### config.mk
export PLATFORM = sky130hd
export DESIGN_NAME = throttle_to_servo_fuel_map
export DESIGN_NICKNAME = d
export VERILOG_FILES = /design/src/rtl/tsfm_pkg.sv /design/src/rtl/tsfm_cfg_regs.sv /design/src/rtl/tsfm_div.sv /design/src/rtl/throttle_to_servo_fuel_map.sv
export VERILOG_INCLUDE_DIRS = /design/src /design/src/rtl
export SDC_FILE = /design/constraint.sdc
export NUM_CORES = 2
export LEC_CHECK = 0
export ABC_CLOCK_PERIOD_IN_PS = 15750
export BUFFER_PORTS_ARGS = -buffer_cell sky130_fd_sc_hd__buf_2
export CORE_AREA = 2 2 337 339
export DETAILED_ROUTE_END_ITERATION = 8
export DIE_AREA = 0 0 339 341
export GPL_TIMING_DRIVEN = 1
export HOLD_SLACK_MARGIN = 0.06
export RECOVER_POWER = 100
export SYNTH_ARGS = -nofsm -noshare
export SYNTH_HDL_FRONTEND = slang
export SYNTH_SLANG_ARGS = --single-unit
export TNS_END_PERCENT = 5
### constraint.sdc
create_clock -name clk -period 15.75 [get_ports clk]
set_input_delay 0.7875 -clock clk [delete_from_list [all_inputs] [get_ports clk]]
set_output_delay 0.7875 -clock clk [all_outputs]
set_load 0.01 [all_outputs]
### src/rtl/throttle_to_servo_fuel_map_defines.svh
// ----------------------------------------------------------------------------
// Throttle-to-servo fuel map: assertion macros
// Shared concurrent assertion shorthands, clocked on clk, off during reset.
// ----------------------------------------------------------------------------
`ifndef THROTTLE_TO_SERVO_FUEL_MAP_DEFINES_SVH
`define THROTTLE_TO_SERVO_FUEL_MAP_DEFINES_SVH

// same-cycle implication
`define TSFM_ASSERT_IMP(lbl, ante, cons, msg) \
  lbl: assert property (@(posedge clk) disable iff (!rst_n) (ante) |-> (cons)) \
    else $error(msg);

// next-cycle implication
`define TSFM_ASSERT_NXT(lbl, ante, cons, msg) \
  lbl: assert property (@(posedge clk) disable iff (!rst_n) (ante) |=> (cons)) \
    else $error(msg);

`endif

### src/rtl/tsfm_pkg.sv
// ----------------------------------------------------------------------------
// Throttle-to-servo fuel map: package
// Shared widths, register map, configuration struct and sequencer states.
// ----------------------------------------------------------------------------
package tsfm_pkg;

  localparam int unsigned ADC_BITS_DEF = 12;

  // fixed field widths
  localparam int unsigned RPM_W    = 15;
  localparam int unsigned SMOOTH_W = 12;
  localparam int unsigned PCT_W    = 14;
  localparam int unsigned DEG_W    = 8;

  // configuration port
  localparam int unsigned CFG_IDX_W  = 3;
  localparam int unsigned CFG_DATA_W = 15;

  // divisor width (span * 256 is the widest) and compensation numerator width
  localparam int unsigned DEN_W = 20;
  localparam int unsigned NUM_W = 25;

  typedef enum logic [CFG_IDX_W-1:0] {
    CFG_ADC_SPAN_LOW   = 3'd0,
    CFG_ADC_SPAN_HIGH  = 3'd1,
    CFG_DEAD_ZONE_LOW  = 3'd2,
    CFG_DEAD_ZONE_HIGH = 3'd3,
    CFG_ANGLE_CLOSED   = 3'd4,
    CFG_ANGLE_FULL     = 3'd5,
    CFG_COMP_FACTOR    = 3'd6,
    CFG_COMP_REF_RPM   = 3'd7
  } cfg_idx_t;

  typedef struct packed {
    logic [11:0] adc_span_low;
    logic [11:0] adc_span_high;
    logic [13:0] dead_zone_low;
    logic [13:0] dead_zone_high;
    logic [10:0] angle_closed;
    logic [10:0] angle_full;
    logic [9:0]  comp_factor;
    logic [14:0] comp_ref_rpm;
  } cfg_t;

  localparam cfg_t CFG_RESET = '{
    adc_span_low:   12'd0,
    adc_span_high:  12'd4095,
    dead_zone_low:  14'd0,
    dead_zone_high: 14'd10000,
    angle_closed:   11'd0,
    angle_full:     11'd1800,
    comp_factor:    10'd256,
    comp_ref_rpm:   15'd0
  };

  typedef enum logic [4:0] {
    S_IDLE,
    S_FLT_MUL,
    S_FLT_SET,
    S_PCT_MUL,
    S_PCT_DIV,
    S_PCT_WAIT,
    S_DZ_MUL,
    S_DZ_DIV,
    S_DZ_WAIT,
    S_ANG_MUL,
    S_ANG_RCP,
    S_ANG_SET,
    S_CMP_MUL,
    S_CMP_NUM,
    S_CMP_SCALE,
    S_CMP_DIV,
    S_CMP_WAIT,
    S_DEG_MUL,
    S_OUT
  } state_t;

endpackage

### src/rtl/tsfm_cfg_regs.sv
// ----------------------------------------------------------------------------
// Throttle-to-servo fuel map: configuration registers
// Write-only register file; values are truncated to their field widths.
// ----------------------------------------------------------------------------
module tsfm_cfg_regs (
  input  logic                             clk,
  input  logic                             rst_n,
  input  logic                             cfg_we,
  input  logic [tsfm_pkg::CFG_IDX_W-1:0]   cfg_index,
  input  logic [tsfm_pkg::CFG_DATA_W-1:0]  cfg_wdata,
  output tsfm_pkg::cfg_t                   cfg
);

  tsfm_pkg::cfg_t cfg_r;
  tsfm_pkg::cfg_t cfg_nxt;

  always_comb begin
    cfg_nxt = cfg_r;
    if (cfg_we) begin
      case (tsfm_pkg::cfg_idx_t'(cfg_index))
        tsfm_pkg::CFG_ADC_SPAN_LOW:   cfg_nxt.adc_span_low   = cfg_wdata[11:0];
        tsfm_pkg::CFG_ADC_SPAN_HIGH:  cfg_nxt.adc_span_high  = cfg_wdata[11:0];
        tsfm_pkg::CFG_DEAD_ZONE_LOW:  cfg_nxt.dead_zone_low  = cfg_wdata[13:0];
        tsfm_pkg::CFG_DEAD_ZONE_HIGH: cfg_nxt.dead_zone_high = cfg_wdata[13:0];
        tsfm_pkg::CFG_ANGLE_CLOSED:   cfg_nxt.angle_closed   = cfg_wdata[10:0];
        tsfm_pkg::CFG_ANGLE_FULL:     cfg_nxt.angle_full     = cfg_wdata[10:0];
        tsfm_pkg::CFG_COMP_FACTOR:    cfg_nxt.comp_factor    = cfg_wdata[9:0];
        tsfm_pkg::CFG_COMP_REF_RPM:   cfg_nxt.comp_ref_rpm   = cfg_wdata[14:0];
        default: cfg_nxt = cfg_r;
      endcase
    end
  end

  always_ff @(posedge clk) begin
    if (!rst_n) begin
      cfg_r <= tsfm_pkg::CFG_RESET;
    end else begin
      cfg_r <= cfg_nxt;
    end
  end

  assign cfg = cfg_r;

endmodule

### src/rtl/tsfm_div.sv
// ----------------------------------------------------------------------------
// Throttle-to-servo fuel map: shared divider
// Restoring unsigned divider, one quotient bit per cycle, k bits per run.
// ----------------------------------------------------------------------------
module tsfm_div #(
  parameter  int unsigned NW = 45,
  parameter  int unsigned DW = 20,
  parameter  int unsigned KW = 20,
  localparam int unsigned CW = $clog2(KW + 1)
) (
  input  logic          clk,
  input  logic          rst_n,
  input  logic          start,
  input  logic [NW-1:0] num,
  input  logic [DW-1:0] den,
  input  logic [CW-1:0] k,
  output logic          done,
  output logic [KW-1:0] quo,
  output logic          ovf
);

  logic [DW-1:0] rem_r, rem_nxt;
  logic [DW-1:0] den_r, den_nxt;
  logic [KW-1:0] sh_r, sh_nxt;
  logic [CW-1:0] cnt_r, cnt_nxt;
  logic          busy_r, busy_nxt;
  logic          done_r, done_nxt;
  logic          ovf_r, ovf_nxt;
  logic [NW-1:0] num_hi;
  logic [NW-1:0] num_lo;
  logic [DW:0]   trial;
  logic [DW:0]   diff;
  logic          ge;

  // high part seeds the remainder, low k bits go left-aligned into the shifter
  assign num_hi = num >> k;
  assign num_lo = num << (CW'(KW) - k);
  assign trial  = {rem_r, sh_r[KW-1]};
  assign diff   = trial - {1'b0, den_r};
  assign ge     = ~diff[DW];

  always_comb begin
    rem_nxt  = rem_r;
    den_nxt  = den_r;
    sh_nxt   = sh_r;
    cnt_nxt  = cnt_r;
    busy_nxt = busy_r;
    ovf_nxt  = ovf_r;
    done_nxt = 1'b0;
    if (start) begin
      den_nxt  = den;
      rem_nxt  = num_hi[DW-1:0];
      sh_nxt   = num_lo[KW-1:0];
      cnt_nxt  = k;
      busy_nxt = 1'b1;
      ovf_nxt  = (num_hi >= NW'(den));
    end else if (busy_r) begin
      rem_nxt = ge ? diff[DW-1:0] : trial[DW-1:0];
      sh_nxt  = {sh_r[KW-2:0], ge};
      cnt_nxt = cnt_r - CW'(1);
      if (cnt_r == CW'(1)) begin
        busy_nxt = 1'b0;
        done_nxt = 1'b1;
      end
    end
  end

  always_ff @(posedge clk) begin
    if (!rst_n) begin
      busy_r <= 1'b0;
      done_r <= 1'b0;
      cnt_r  <= '0;
    end else begin
      busy_r <= busy_nxt;
      done_r <= done_nxt;
      cnt_r  <= cnt_nxt;
    end
  end

  always_ff @(posedge clk) begin
    rem_r <= rem_nxt;
    den_r <= den_nxt;
    sh_r  <= sh_nxt;
    ovf_r <= ovf_nxt;
  end

  // quotient holds until the next start
  assign done = done_r;
  assign quo  = sh_r;
  assign ovf  = ovf_r;

endmodule

### src/rtl/throttle_to_servo_fuel_map.sv
// ----------------------------------------------------------------------------
// Throttle-to-servo fuel map
// Smoothed throttle ADC sample to dead-zoned percent and servo angle.
// ----------------------------------------------------------------------------
//
//  channel | ports                                      | handshake
//  --------+--------------------------------------------+-----------------
//  in      | in_adc_sample, in_engine_rpm               | in_valid/in_stall
//  out     | out_smoothed_adc, out_throttle_pct,        | out_valid/out_stall
//          | out_servo_angle                            |
//  cfg     | cfg_index, cfg_wdata                       | cfg_we, no wait
//
//  Up to three 14-bit divisions run on the shared divider at one quotient bit
//  a cycle, the third only with RPM compensation on; a span or dead-zone
//  division is skipped when its result is known to be 0. /5, /10000 and /10
//  are reciprocal multiplies on the shared multiplier.
//  One transaction in flight; in_stall is high from accept until the result
//  moves into the output register. Reset clears the filter and loads defaults.
//
`include "throttle_to_servo_fuel_map_defines.svh"

module throttle_to_servo_fuel_map #(
  parameter int unsigned ADC_BITS = tsfm_pkg::ADC_BITS_DEF
) (
  input  logic                             clk,
  input  logic                             rst_n,
  // configuration
  input  logic                             cfg_we,
  input  logic [tsfm_pkg::CFG_IDX_W-1:0]   cfg_index,
  input  logic [tsfm_pkg::CFG_DATA_W-1:0]  cfg_wdata,
  // input transactions
  input  logic                             in_valid,
  output logic                             in_stall,
  input  logic [ADC_BITS-1:0]              in_adc_sample,
  input  logic [tsfm_pkg::RPM_W-1:0]       in_engine_rpm,
  // result transactions
  output logic                             out_valid,
  input  logic                             out_stall,
  output logic [tsfm_pkg::SMOOTH_W-1:0]    out_smoothed_adc,
  output logic [tsfm_pkg::PCT_W-1:0]       out_throttle_pct,
  output logic [tsfm_pkg::DEG_W-1:0]       out_servo_angle
);

  // filter is 12.8 style: ADC_BITS integer bits, 8 fraction bits
  localparam int unsigned FW  = ADC_BITS + 8;
  localparam int unsigned FNW = FW + 3;            // 4*filter + sample<<8
  // |filter - span_low*256| magnitude width
  localparam int unsigned DM  = (FW > tsfm_pkg::DEN_W) ? FW : tsfm_pkg::DEN_W;
  localparam int unsigned DS  = DM + 1;
  localparam int unsigned AP_W = 25;               // pct * |angle span| < 2^25
  localparam int unsigned MA1 = (DM > FNW) ? DM : FNW;
  localparam int unsigned MA  = (MA1 > AP_W) ? MA1 : AP_W;
  localparam int unsigned MB  = (FNW > tsfm_pkg::NUM_W) ? FNW : tsfm_pkg::NUM_W;
  localparam int unsigned PW  = MA + MB;
  localparam int unsigned DEN_W = tsfm_pkg::DEN_W;
  localparam int unsigned PCT_W = tsfm_pkg::PCT_W;

  // quotient bits per division; each result is known to stay below 2^k,
  // or is clamped when the divider flags overflow
  localparam int unsigned K_PCT = 14;
  localparam int unsigned K_DZ  = 14;
  localparam int unsigned K_CMP = 14;
  localparam int unsigned KW  = K_PCT;
  localparam int unsigned CW  = $clog2(KW + 1);

  // reciprocals: ceil(2^s/d); exact since numerator * error < 2^s
  localparam int unsigned FLT_SH = FNW + 2;
  localparam int unsigned ANG_SH = 38;
  localparam int unsigned DEG_SH = 14;
  localparam logic [MB-1:0] RCP_FLT = MB'(((64'd1 << FLT_SH) + 64'd4) / 64'd5);
  localparam logic [MB-1:0] RCP_ANG = MB'(((64'd1 << ANG_SH) + 64'd9999) / 64'd10000);
  localparam logic [MB-1:0] RCP_DEG = MB'(((64'd1 << DEG_SH) + 64'd9) / 64'd10);

  localparam logic [PCT_W-1:0] PCT_FULL  = 14'd10000;
  localparam logic [10:0]      ANGLE_MAX = 11'd1800;

  tsfm_pkg::cfg_t cfg;

  tsfm_cfg_regs u_cfg (
    .clk       (clk),
    .rst_n     (rst_n),
    .cfg_we    (cfg_we),
    .cfg_index (cfg_index),
    .cfg_wdata (cfg_wdata),
    .cfg       (cfg)
  );

  // --------------------------------------------------------------------------
  // state
  // --------------------------------------------------------------------------
  tsfm_pkg::state_t             state_r, state_nxt;
  logic [ADC_BITS-1:0]          raw_r, raw_nxt;
  logic [tsfm_pkg::RPM_W-1:0]   rpm_r, rpm_nxt;
  logic [FW-1:0]                fv_r, fv_nxt;
  logic                         primed_r, primed_nxt;
  logic [PW-1:0]                prod_r;
  logic [PCT_W-1:0]             rp_r, rp_nxt;      // raw percent before dead zone
  logic [PCT_W-1:0]             pct_r, pct_nxt;
  logic [12:0]                  ang_r, ang_nxt;    // tenths of a degree
  logic [MB-1:0]                comp_num_r, comp_num_nxt;

  logic                         out_valid_r, out_valid_nxt;
  logic [tsfm_pkg::SMOOTH_W-1:0] sm_r;
  logic [PCT_W-1:0]             opct_r;
  logic [tsfm_pkg::DEG_W-1:0]   deg_r;
  logic                         out_load;

  // shared multiplier
  logic [MA-1:0]                mul_a;
  logic [MB-1:0]                mul_b;
  logic [PW-1:0]                mul_p;
  logic                         prod_en;

  // shared divider
  logic                         div_start;
  logic [PW-1:0]                div_num;
  logic [DEN_W-1:0]             div_den;
  logic [CW-1:0]                div_k;
  logic                         div_done;
  logic [KW-1:0]                div_quo;
  logic                         div_ovf;
  logic                         div_wait;

  // --------------------------------------------------------------------------
  // datapath helpers
  // --------------------------------------------------------------------------
  logic [FW-1:0]                fv_src;
  logic [FNW-1:0]               flt_num;
  logic signed [DS-1:0]         diff2;
  logic [DM-1:0]                diff2_mag;
  logic signed [12:0]           span;
  logic [11:0]                  span_mag;
  logic                         pct_skip;
  logic [14:0]                  dz_hi;
  logic [14:0]                  dz_den;
  logic                         dz_skip;
  logic [PCT_W-1:0]             dz_mag;
  logic signed [11:0]           ang_d;
  logic [10:0]                  ang_mag;
  logic [14:0]                  rpm_c;
  logic signed [10:0]           cfd;
  logic [9:0]                   cfd_mag;
  logic                         comp_on;
  logic [MB-1:0]                comp_base;
  logic [10:0]                  deg_in;
  logic [PCT_W-1:0]             quo_pct;
  logic [10:0]                  quo_ang;

  // first sample primes the filter with the sample itself
  assign fv_src  = primed_r ? fv_r : {raw_r, 8'd0};
  assign flt_num = FNW'({fv_src, 2'b00}) + FNW'({raw_r, 8'd0});

  assign diff2     = $signed({1'b0, DM'(fv_r)})
                   - $signed({1'b0, DM'({cfg.adc_span_low, 8'd0})});
  assign diff2_mag = diff2[DM] ? DM'(-diff2) : diff2[DM-1:0];
  assign span      = $signed({1'b0, cfg.adc_span_high}) - $signed({1'b0, cfg.adc_span_low});
  assign span_mag  = span[12] ? 12'(-span) : span[11:0];
  // zero span, zero distance or opposite signs all land on 0 after clamping
  assign pct_skip  = (span == 13'sd0) || (diff2 == '0) || (diff2[DM] != span[12]);

  // empty window widens to one percent
  assign dz_hi   = (cfg.dead_zone_high <= cfg.dead_zone_low) ?
                   ({1'b0, cfg.dead_zone_low} + 15'd100) : {1'b0, cfg.dead_zone_high};
  assign dz_den  = dz_hi - {1'b0, cfg.dead_zone_low};
  assign dz_skip = (rp_r <= cfg.dead_zone_low);
  assign dz_mag  = rp_r - cfg.dead_zone_low;

  assign ang_d   = $signed({1'b0, cfg.angle_full}) - $signed({1'b0, cfg.angle_closed});
  assign ang_mag = ang_d[11] ? 11'(-ang_d) : ang_d[10:0];

  assign rpm_c     = (rpm_r > cfg.comp_ref_rpm) ? cfg.comp_ref_rpm : rpm_r;
  assign cfd       = $signed({1'b0, cfg.comp_factor}) - 11'sd256;
  assign cfd_mag   = cfd[10] ? 10'(-cfd) : cfd[9:0];
  assign comp_on   = (cfg.comp_factor != 10'd256) && (cfg.comp_ref_rpm != 15'd0);
  assign comp_base = MB'({cfg.comp_ref_rpm, 8'd0});

  assign deg_in  = (ang_r > 13'(ANGLE_MAX)) ? ANGLE_MAX : ang_r[10:0];
  assign quo_pct = div_quo[PCT_W-1:0];
  // pct * |angle span| / 10000 via the reciprocal product
  assign quo_ang = prod_r[ANG_SH +: 11];

  assign mul_p = PW'(mul_a) * PW'(mul_b);

  tsfm_div #(
    .NW (PW),
    .DW (DEN_W),
    .KW (KW)
  ) u_div (
    .clk   (clk),
    .rst_n (rst_n),
    .start (div_start),
    .num   (div_num),
    .den   (div_den),
    .k     (div_k),
    .done  (div_done),
    .quo   (div_quo),
    .ovf   (div_ovf)
  );

  // --------------------------------------------------------------------------
  // sequencer
  // --------------------------------------------------------------------------
  always_comb begin
    state_nxt    = state_r;
    raw_nxt      = raw_r;
    rpm_nxt      = rpm_r;
    fv_nxt       = fv_r;
    primed_nxt   = primed_r;
    rp_nxt       = rp_r;
    pct_nxt      = pct_r;
    ang_nxt      = ang_r;
    comp_num_nxt = comp_num_r;
    prod_en      = 1'b0;
    mul_a        = '0;
    mul_b        = '0;
    div_start    = 1'b0;
    div_num      = '0;
    div_den      = '0;
    div_k        = '0;
    out_load     = 1'b0;

    case (state_r)
      tsfm_pkg::S_IDLE: begin
        if (in_valid) begin
          raw_nxt   = in_adc_sample;
          rpm_nxt   = in_engine_rpm;
          state_nxt = tsfm_pkg::S_FLT_MUL;
        end
      end

      // filter: (4*old + new) / 5 by reciprocal multiply
      tsfm_pkg::S_FLT_MUL: begin
        prod_en   = 1'b1;
        mul_a     = MA'(flt_num);
        mul_b     = RCP_FLT;
        state_nxt = tsfm_pkg::S_FLT_SET;
      end
      tsfm_pkg::S_FLT_SET: begin
        fv_nxt     = prod_r[FLT_SH +: FW];
        primed_nxt = 1'b1;
        state_nxt  = tsfm_pkg::S_PCT_MUL;
      end

      // calibration span to percent
      tsfm_pkg::S_PCT_MUL: begin
        prod_en = 1'b1;
        mul_a   = MA'(diff2_mag);
        mul_b   = MB'(PCT_FULL);
        if (pct_skip) begin
          rp_nxt    = '0;
          state_nxt = tsfm_pkg::S_DZ_MUL;
        end else begin
          state_nxt = tsfm_pkg::S_PCT_DIV;
        end
      end
      tsfm_pkg::S_PCT_DIV: begin
        div_start = 1'b1;
        div_num   = prod_r;
        div_den   = DEN_W'({span_mag, 8'd0});
        div_k     = CW'(K_PCT);
        state_nxt = tsfm_pkg::S_PCT_WAIT;
      end
      tsfm_pkg::S_PCT_WAIT: begin
        if (div_done) begin
          rp_nxt    = (div_ovf || (quo_pct > PCT_FULL)) ? PCT_FULL : quo_pct;
          state_nxt = tsfm_pkg::S_DZ_MUL;
        end
      end

      // dead zone
      tsfm_pkg::S_DZ_MUL: begin
        prod_en = 1'b1;
        mul_a   = MA'(dz_mag);
        mul_b   = MB'(PCT_FULL);
        if (dz_skip) begin
          pct_nxt   = '0;
          state_nxt = tsfm_pkg::S_ANG_MUL;
        end else begin
          state_nxt = tsfm_pkg::S_DZ_DIV;
        end
      end
      tsfm_pkg::S_DZ_DIV: begin
        div_start = 1'b1;
        div_num   = prod_r;
        div_den   = DEN_W'(dz_den);
        div_k     = CW'(K_DZ);
        state_nxt = tsfm_pkg::S_DZ_WAIT;
      end
      tsfm_pkg::S_DZ_WAIT: begin
        if (div_done) begin
          pct_nxt   = (div_ovf || (quo_pct > PCT_FULL)) ? PCT_FULL : quo_pct;
          state_nxt = tsfm_pkg::S_ANG_MUL;
        end
      end

      // angle interpolation, sign-magnitude so the quotient truncates to zero
      tsfm_pkg::S_ANG_MUL: begin
        prod_en   = 1'b1;
        mul_a     = MA'(pct_r);
        mul_b     = MB'(ang_mag);
        state_nxt = tsfm_pkg::S_ANG_RCP;
      end
      tsfm_pkg::S_ANG_RCP: begin
        prod_en   = 1'b1;
        mul_a     = MA'(prod_r[AP_W-1:0]);
        mul_b     = RCP_ANG;
        state_nxt = tsfm_pkg::S_ANG_SET;
      end
      tsfm_pkg::S_ANG_SET: begin
        ang_nxt   = ang_d[11] ? (13'(cfg.angle_closed) - 13'(quo_ang)) :
                                (13'(cfg.angle_closed) + 13'(quo_ang));
        state_nxt = comp_on ? tsfm_pkg::S_CMP_MUL : tsfm_pkg::S_DEG_MUL;
      end

      // RPM compensation: angle * (256*ref + (cf-256)*rpm) / (256*ref)
      tsfm_pkg::S_CMP_MUL: begin
        prod_en   = 1'b1;
        mul_a     = MA'(rpm_c);
        mul_b     = MB'(cfd_mag);
        state_nxt = tsfm_pkg::S_CMP_NUM;
      end
      tsfm_pkg::S_CMP_NUM: begin
        comp_num_nxt = cfd[10] ? (comp_base - prod_r[MB-1:0]) :
                                 (comp_base + prod_r[MB-1:0]);
        state_nxt    = tsfm_pkg::S_CMP_SCALE;
      end
      tsfm_pkg::S_CMP_SCALE: begin
        prod_en   = 1'b1;
        mul_a     = MA'(ang_r);
        mul_b     = comp_num_r;
        state_nxt = tsfm_pkg::S_CMP_DIV;
      end
      tsfm_pkg::S_CMP_DIV: begin
        // floor(floor(x/256)/ref) == floor(x/(256*ref))
        div_start = 1'b1;
        div_num   = prod_r >> 8;
        div_den   = DEN_W'(cfg.comp_ref_rpm);
        div_k     = CW'(K_CMP);
        state_nxt = tsfm_pkg::S_CMP_WAIT;
      end
      tsfm_pkg::S_CMP_WAIT: begin
        if (div_done) begin
          ang_nxt   = div_quo[12:0];
          state_nxt = tsfm_pkg::S_DEG_MUL;
        end
      end

      // saturate and drop to whole degrees (/10 by reciprocal multiply)
      tsfm_pkg::S_DEG_MUL: begin
        prod_en   = 1'b1;
        mul_a     = MA'(deg_in);
        mul_b     = RCP_DEG;
        state_nxt = tsfm_pkg::S_OUT;
      end

      // degree product holds in prod_r while the output register is busy
      tsfm_pkg::S_OUT: begin
        if (!out_valid_r || !out_stall) begin
          out_load  = 1'b1;
          state_nxt = tsfm_pkg::S_IDLE;
        end
      end

      default: state_nxt = tsfm_pkg::S_IDLE;
    endcase
  end

  always_comb begin
    out_valid_nxt = out_valid_r;
    if (out_load) begin
      out_valid_nxt = 1'b1;
    end else if (out_valid_r && !out_stall) begin
      out_valid_nxt = 1'b0;
    end
  end

  // control
  always_ff @(posedge clk) begin
    if (!rst_n) begin
      state_r     <= tsfm_pkg::S_IDLE;
      primed_r    <= 1'b0;
      fv_r        <= '0;
      out_valid_r <= 1'b0;
    end else begin
      state_r     <= state_nxt;
      primed_r    <= primed_nxt;
      fv_r        <= fv_nxt;
      out_valid_r <= out_valid_nxt;
    end
  end

  // payload
  always_ff @(posedge clk) begin
    raw_r      <= raw_nxt;
    rpm_r      <= rpm_nxt;
    rp_r       <= rp_nxt;
    pct_r      <= pct_nxt;
    ang_r      <= ang_nxt;
    comp_num_r <= comp_num_nxt;
    if (prod_en) begin
      prod_r <= mul_p;
    end
    if (out_load) begin
      sm_r   <= tsfm_pkg::SMOOTH_W'(fv_r >> 8);
      opct_r <= pct_r;
      deg_r  <= prod_r[DEG_SH +: tsfm_pkg::DEG_W];
    end
  end

  assign in_stall         = (state_r != tsfm_pkg::S_IDLE);
  assign out_valid        = out_valid_r;
  assign out_smoothed_adc = sm_r;
  assign out_throttle_pct = opct_r;
  assign out_servo_angle  = deg_r;

  assign div_wait = (state_r == tsfm_pkg::S_PCT_WAIT) || (state_r == tsfm_pkg::S_DZ_WAIT) ||
                    (state_r == tsfm_pkg::S_CMP_WAIT);

  // --------------------------------------------------------------------------
  // assertions
  // --------------------------------------------------------------------------
  `TSFM_ASSERT_NXT(a_busy_after_accept, in_valid && !in_stall, in_stall, "accept did not start work")
  `TSFM_ASSERT_IMP(a_div_done_in_wait, div_done, div_wait, "divider done outside a wait state")
  `TSFM_ASSERT_NXT(a_result_posted, out_load, out_valid && !in_stall, "result load not posted")

endmodule
## After elaboration in Yosys (flattened, before gate mapping)

Cells that the tools add are included.

| cells by class | value |
|---|---|
| multiply operators | 1 |
| magnitude comparators | 6 |
| shift operators | 2 |
| eq/ne operators | 35 |
| multiplexer cells | 49 |
| add/subtract/negate cells | 19 |
| bitwise operators | 3 |
| reduce and logical (&&, ||, !) cells | 37 |

Operator list:

| kind | count |
|---|---|
| 25-bit case mux with 8 select lines | 1 |
| 25-bit case mux with 7 select lines | 1 |
| 20-bit 2-to-1 mux | 5 |
| 50-bit case mux with 2 select lines | 1 |
| 5-bit case mux with 19 select lines | 1 |
| 14-bit 2-to-1 mux | 6 |
| 20-bit case mux with 3 select lines | 1 |
| 14-bit case mux with 2 select lines | 2 |
| 50-bit by 20-bit >= comparator with 1-bit output | 1 |
| 25-bit by 25-bit multiplier with 50-bit output | 1 |
| 50-bit by 4-bit left shift with 14-bit output | 1 |
| 50-bit by 4-bit >> shifter with 50-bit output | 1 |
| 5-bit by 4-bit equality test with 1-bit output (second input constant) | 8 |
| 15-bit 2-to-1 mux | 2 |
| 5-bit 2-to-1 mux | 6 |
| 14-bit less-or-equal comparator | 2 |
| 13-bit 2-to-1 mux | 2 |
| 13-bit case mux with 2 select lines | 1 |
| 23-bit by 25-bit adder with 25-bit output | 1 |
| 25-bit 2-to-1 mux | 1 |
| 23-bit by 25-bit subtractor with 25-bit output | 1 |
| 11-bit by 11-bit subtractor with 12-bit output | 2 |
| 22-bit by 20-bit adder with 23-bit output | 1 |
| 11-bit 2-to-1 mux | 2 |
| other kinds (51) | 101 |

| word-level totals | value |
|---|---|
| input bits | 50 |
| logic and storage cells | 181 |
| output and inout port bits | 36 |
| bits in registers | 364 |

## Longest topological paths before layout

| depth | value |
|---|---|
| depth in word-level cells | 6 |
| depth in mapped cells | 39 |
| depth with buffers taken out | 36 |

## Hierarchy

Synthesis repeated with hierarchy kept, for this count alone.

| unflattened totals | value |
|---|---|
| cell total of the unflattened synthesis | 5261 |
| area, all modules | 46733.6 um2 |

By module, submodules not included:

| module | area each (um2) | instances | sequential area each (um2) | cells each |
|---|---|---|---|---|
| throttle_to_servo_fuel_map | 36810.3 | 1 | 5855.6 | 4193 |
| tsfm_div | 6130.9 | 1 | 1771.7 | 704 |
| tsfm_cfg_regs | 3792.4 | 1 | 1981.9 | 364 |

## Worst setup path after synthesis

OpenSTA, ideal clock, no wires.

| timing | value |
|---|---|
| path type | reg2reg |
| start point | reg u_cfg.cfg_r, in the netlist u_cfg.cfg[36] |
| end point | reg prod_r[48], data pin |
| cell stages (with the launch flop) | 36 |
| clock period less this slack | 9.708 ns |
| setup slack | 6.042 ns |
| path buffers | 1 |
| arrival time | 9.450 ns |
| data required time | 15.492 ns |
| library setup time | 0.258 ns |
| path through | dfxtp_1 ha_1 inv_1 fa_1 a21o_1 a21oi_1 o211ai_1 xor2_1 or4_1 or3_1 and3_1 o31ai_2 clkbuf_1 nand2_1 fa_1 inv_1 fa_1 inv_1 fa_1 fa_1 fa_1 inv_1 fa_1 inv_1 fa_1 inv_1 ha_1 a21oi_1 o21ai_0 or3_1 o2111a_1 a22o_1 o21ai_0 o21ai_0 a31oi_1 xnor2_1 |

| on the way | value |
|---|---|
| word-level cells in the longest chain between the ends | 5 |

Ends and longest elaborated chain:

| item | RTL line | source |
|---|---|---|
| from (decl) | tsfm_cfg_regs.sv:14 | `tsfm_pkg::cfg_t cfg_r;` |
| from (signal assigned) | tsfm_cfg_regs.sv:36 | `cfg_r <= tsfm_pkg::CFG_RESET;` |
| from (signal assigned) | tsfm_cfg_regs.sv:38 | `cfg_r <= cfg_nxt;` |
| 11-bit by 11-bit subtractor with 12-bit output (*) | throttle_to_servo_fuel_map.sv:168 | `assign ang_d = $signed({1'b0, cfg.angle_full}) - $signed({1'b0, cfg.angle_closed});` |
| 11-bit negator | throttle_to_servo_fuel_map.sv:169 | `assign ang_mag = ang_d[11] ? 11'(-ang_d) : ang_d[10:0];` |
| 11-bit 2-to-1 mux (*) | throttle_to_servo_fuel_map.sv:169 |  |
| 25-bit case mux with 7 select lines (*) | throttle_to_servo_fuel_map.sv:222 | `case (state_r)` |
| 25-bit by 25-bit multiplier with 50-bit output (*) | throttle_to_servo_fuel_map.sv:182 | `assign mul_p = PW'(mul_a) * PW'(mul_b);` |
| named net mul_p[48] | throttle_to_servo_fuel_map.sv:111 | `logic [PW-1:0] mul_p;` |
| to (signal assigned) | throttle_to_servo_fuel_map.sv:401 | `prod_r <= mul_p;` |
| to (decl) | throttle_to_servo_fuel_map.sv:96 | `logic [PW-1:0] prod_r;` |

Mark *: on every way through the listed nets, which the timed path passes. The rest lies on a longest branch.
A chain may end at the register's enable or synchronous reset.

## Worst setup path in the final report

| timing | value |
|---|---|
| start point | reg u_cfg.cfg_r, in the netlist u_cfg.cfg[37] |
| end point | reg prod_r[49], data pin |

Same word-level chain as after synthesis.

==> results.ini <==
[grt]
gr-total-overflow = 0
first_pass_grt_wire_length_um = 235000
globalRouteTotalUtil_pct = 27.1
antenna_found_initial = 7
grt_start_max_net_pins = 72
first_global_vias = 36485

[clock_tree]
cts_tree = yes
cts_sinks = 364
postCtsResizedCells = 0
postCtsHoldBufs = 0
cts_setup_buffers = 0
cts.path.max_buffers = 3
clock-root-buffer = sky130_fd_sc_hd__clkbuf_16
latest_clock_arrival_within_the_worst_skew_pair_ns = 0.62
ctsHtreeMaxLevel = 2
cts_inserted_buffers = 43
cts.clk_slew.worst_paths_ns = 0.06

[floorplanning]
floorplan.die_area_um2 = 116000
initial_core_util_pct = 39.8
fp-row-count = 123
core_area_um2 = 112000
ioPinCount = 86
die_y_um = 341
floorplan.die.width_um = 339

[route]
routed-wl-met3_um = 13900
route.detailed.drc = 0
vias_per_cell = 5.61
antenna_left = 0
drt_wl_total_um = 158000
iteration_count_of_the_initial_detailed_routing_pass = 8
wl_met1_um = 65400
met2WireLength_um = 71200
top_layer = met5
vias = 36922
drt-initial-drc-count = 3677
wl_per_cell_um = 24.0

[setup_path]
worstSetupEndpointType = register
reg2reg_depth = 32
r2r-end = prod_r[49]$_DFFE_PP_
critical-path-top-cell-by-count = sky130_fd_sc_hd__fa_1
critical_path_required_ns = 16.11
worstSetupStartpointType = register
crit_arrival_ns = 12.64
critPathCapture = prod_r[49]$_DFFE_PP_
cp-startpoint = u_cfg.cfg[37]$_SDFFE_PN0P_
cpMaxStageDelayCell = sky130_fd_sc_hd__o31ai_1
path_class = register to register
flop2flop_setup_slack_ns = 3.47
timing.critical_path.slowest_cell_delay_ns = 1.29
cp_max_fo = 15
critical_path.reg2reg.startpoint = u_cfg.cfg[37]$_SDFFE_PN0P_

[timing]
worst_slew_margin_rel_pct = -101
timing_max_transition_violations_final = 525
max_clock_freq_ghz = 0.0814
setup_repair_after_global_routing_missed_its_margin = false
tightestPinTransition_ns = 3.01
timing.final.setup_violations = 0
final_min_period_over_clock_period_pct = 78.0
clock-skew-final_ns = 0.0307
final-hold-violation-count = 0
post-route-min-period_ns = 12.28
totalNegativeSetupSlack_ns = 0

[placed_design]
port_buffers = 85
place.detailed.hpwl_um = 125000
place.gp.congestion = 1.01
dp.cells = 6501

[layout]
flow.area_growth_from_synthesis_pct = 8.65
fin_nets = 6023
finish.cell_count_without_fillers = 6581
drive_above_1_share_pct = 4.66
n_fill_cell = 11196
area.sequential_um2 = 9610
total_inserted_antenna_cells = 0
multi_input_combinational_cell_area_um2 = 31200

[hold_path]
hold_class = input pin to register
timing.hold.worst.start = in_engine_rpm[11]

[status]
violations = max-capacitance violations, max-slew violations
run_status = finished with violations

[yosys]
synthCells = 4978
async_flop_share_pct = 0
yosysWarningCount = 0
synth.cell_area_um2 = 44500
number_of_register_bits_inferred_by_synthesis = 364
yosysSeqAreaShare_pct = 21.6
yosysUniqueCellTypes = 82
postSynth.topFlopCell = sky130_fd_sc_hd__edfxtp_1
synth_enable_flop_cells = 232
syn_area_cell_um2 = 8.94

[power_and_ir_drop]
cellLeakagePower_nw = 21.6
total_power_mw = 10.5
ir_worst_vdd_uv = 328
power_per_cell_area_nw_per_um2 = 217

[job]
max_cap_violations = 15

## stage by stage
| stage | util, % | area [µm²] | setup WS, ns | hold WS (ns) |
|---|---|---|---|---|
| floorplan | - | 44800 | 6.04 | 0.426 |
| CTS | 43.4 | 48500 | 4.32 | 0.334 |
| global route | 43.2 | 48400 | 2.83 | 0.340 |
| finish | 43.2 | 48400 | 3.47 | 0.352 |
| global placement | 42.0 | 47000 | 4.61 | 0.451 |
| detailed placement | 42.0 | 47000 | 4.38 | 0.459 |
## worst max-delay path: cells and delay by family (launching register included)
family,cells,cell delay [ns]
AOI/OAI and AO/OA,15,6.07
adders and majority gates,9,3.75
buffers and inverters,5,1.12
DFF,1,0.42
muxes,1,0.34
and+or+nand+nor,2,0.34
## cell type report
class                      count  area share, %
sequential                   364           19.9
multi-input combinational   3615           64.5
tap                         1500           3.88
inverter                     858           6.66
clock inverter                24          0.773
timing repair buffer         164           1.82
clock buffer                  56           2.49
## cells in the mapped netlist, types with 19 or more instances
cell                         n  area share [%]
sky130_fd_sc_hd__nor3_1     94             1.1
sky130_fd_sc_hd__o21bai_1   22            0.37
sky130_fd_sc_hd__o21ai_0   219             2.5
sky130_fd_sc_hd__nor2_1    204             1.7
sky130_fd_sc_hd__xor2_1     59             1.2
sky130_fd_sc_hd__o21a_1     41            0.69
sky130_fd_sc_hd__clkbuf_1  169             1.4
sky130_fd_sc_hd__mux2i_1    24            0.54
sky130_fd_sc_hd__nor2b_1    47            0.66
sky130_fd_sc_hd__a221o_1    19            0.43
sky130_fd_sc_hd__edfxtp_1  232              16
sky130_fd_sc_hd__a221oi_1   20            0.39
sky130_fd_sc_hd__nor4_1     34            0.48
sky130_fd_sc_hd__a21o_1     61             1.0
sky130_fd_sc_hd__ha_1      391              11
sky130_fd_sc_hd__xnor2_1   117             2.3
sky130_fd_sc_hd__a211oi_1   32            0.54
sky130_fd_sc_hd__dfxtp_1   132             5.9
sky130_fd_sc_hd__nand2_1   650             5.5
sky130_fd_sc_hd__a21boi_0  115             1.9
sky130_fd_sc_hd__fa_1      536              24
sky130_fd_sc_hd__o211ai_1   26            0.44
sky130_fd_sc_hd__a22o_1     21            0.41
sky130_fd_sc_hd__a311o_1    26            0.58
sky130_fd_sc_hd__buf_2      19            0.21
sky130_fd_sc_hd__inv_1     858             7.2
sky130_fd_sc_hd__or3_1      22            0.31
sky130_fd_sc_hd__and2_1    133             1.9
sky130_fd_sc_hd__and3_1     33            0.46
sky130_fd_sc_hd__a21oi_1   203             2.3
sky130_fd_sc_hd__nand3_1    82            0.92
sky130_fd_sc_hd__nand4_1    21            0.30
sky130_fd_sc_hd__nand2b_1   38            0.53
## placed cells by master, fill, tap and decap left out, types with 44 or more instances in the layout
cell type and count:
sky130_fd_sc_hd__xnor2_1 117, sky130_fd_sc_hd__clkbuf_1 69, sky130_fd_sc_hd__ha_1 391, sky130_fd_sc_hd__and2_1 117, sky130_fd_sc_hd__nand3_1 82, sky130_fd_sc_hd__nor2_1 200, sky130_fd_sc_hd__a21boi_0 115, sky130_fd_sc_hd__nand2_1 650
sky130_fd_sc_hd__a21oi_1 199, sky130_fd_sc_hd__a21o_1 61, sky130_fd_sc_hd__fa_1 536, sky130_fd_sc_hd__nor2b_1 47, sky130_fd_sc_hd__edfxtp_1 232, sky130_fd_sc_hd__buf_4 56, sky130_fd_sc_hd__nor3_1 89, sky130_fd_sc_hd__xor2_1 59
sky130_fd_sc_hd__inv_1 858, sky130_fd_sc_hd__conb_1 74, sky130_fd_sc_hd__o21ai_0 217, sky130_fd_sc_hd__buf_2 44, sky130_fd_sc_hd__dfxtp_1 132
## routing by layer
layer,vias up,GRT usage [%]
met5,-,0
met4,4,11.1
met3,377,4.53
met2,1562,43.6
met1,18387,36.4
li1,16592,-
## sequential cells by signal (all words and copies together) (netlist names), 4 cells and up
signal            count
comp_num_r           25
state_r               5
u_div.rem_r          20
out_throttle_pct     14
rpm_r                15
out_smoothed_adc     12
raw_r                12
u_div.cnt_r           4
prod_r               50
pct_r                14
fv_r                 20
rp_r                 14
u_div.quo            14
u_div.den_r          20
ang_r                13
u_cfg.cfg            99
out_servo_angle       8
## cells by family after synthesis
kind of cell | Yosys count | synth area share (%)
other | 2 | 0.0169
muxes | 40 | 0.944
adders and majority gates | 927 | 35.1
DFF | 364 | 21.6
and+or+nand+nor | 1417 | 14.8
buffers and inverters | 1071 | 9.18
AOI/OAI and AO/OA | 981 | 14.9
xor gates and xnor gates | 176 | 3.46
## power by group
| group | internal [mW] | total, mW | switching, mW |
|---|---|---|---|
| Clock | 0.676 | 1.13 | 0.455 |
| Combinational | 2.97 | 7.73 | 4.75 |
| Sequential | 1.44 | 1.66 | 0.224 |
## worst min-delay path by stage
stage,end,cells after the start,slack [ns]
floorplan,out_throttle_pct[13]$_DFFE_PP_,0,0.43
global placement,u_cfg.cfg[95]$_SDFFE_PN0P_,2,0.45
detailed placement,u_cfg.cfg[96]$_SDFFE_PN0P_,2,0.46
CTS,rpm_r[11]$_DFFE_PP_,1,0.33
global route,rpm_r[5]$_DFFE_PP_,1,0.34
finish,rpm_r[11]$_DFFE_PP_,1,0.35
No activity file was read; power rests on OpenSTA's default activity.
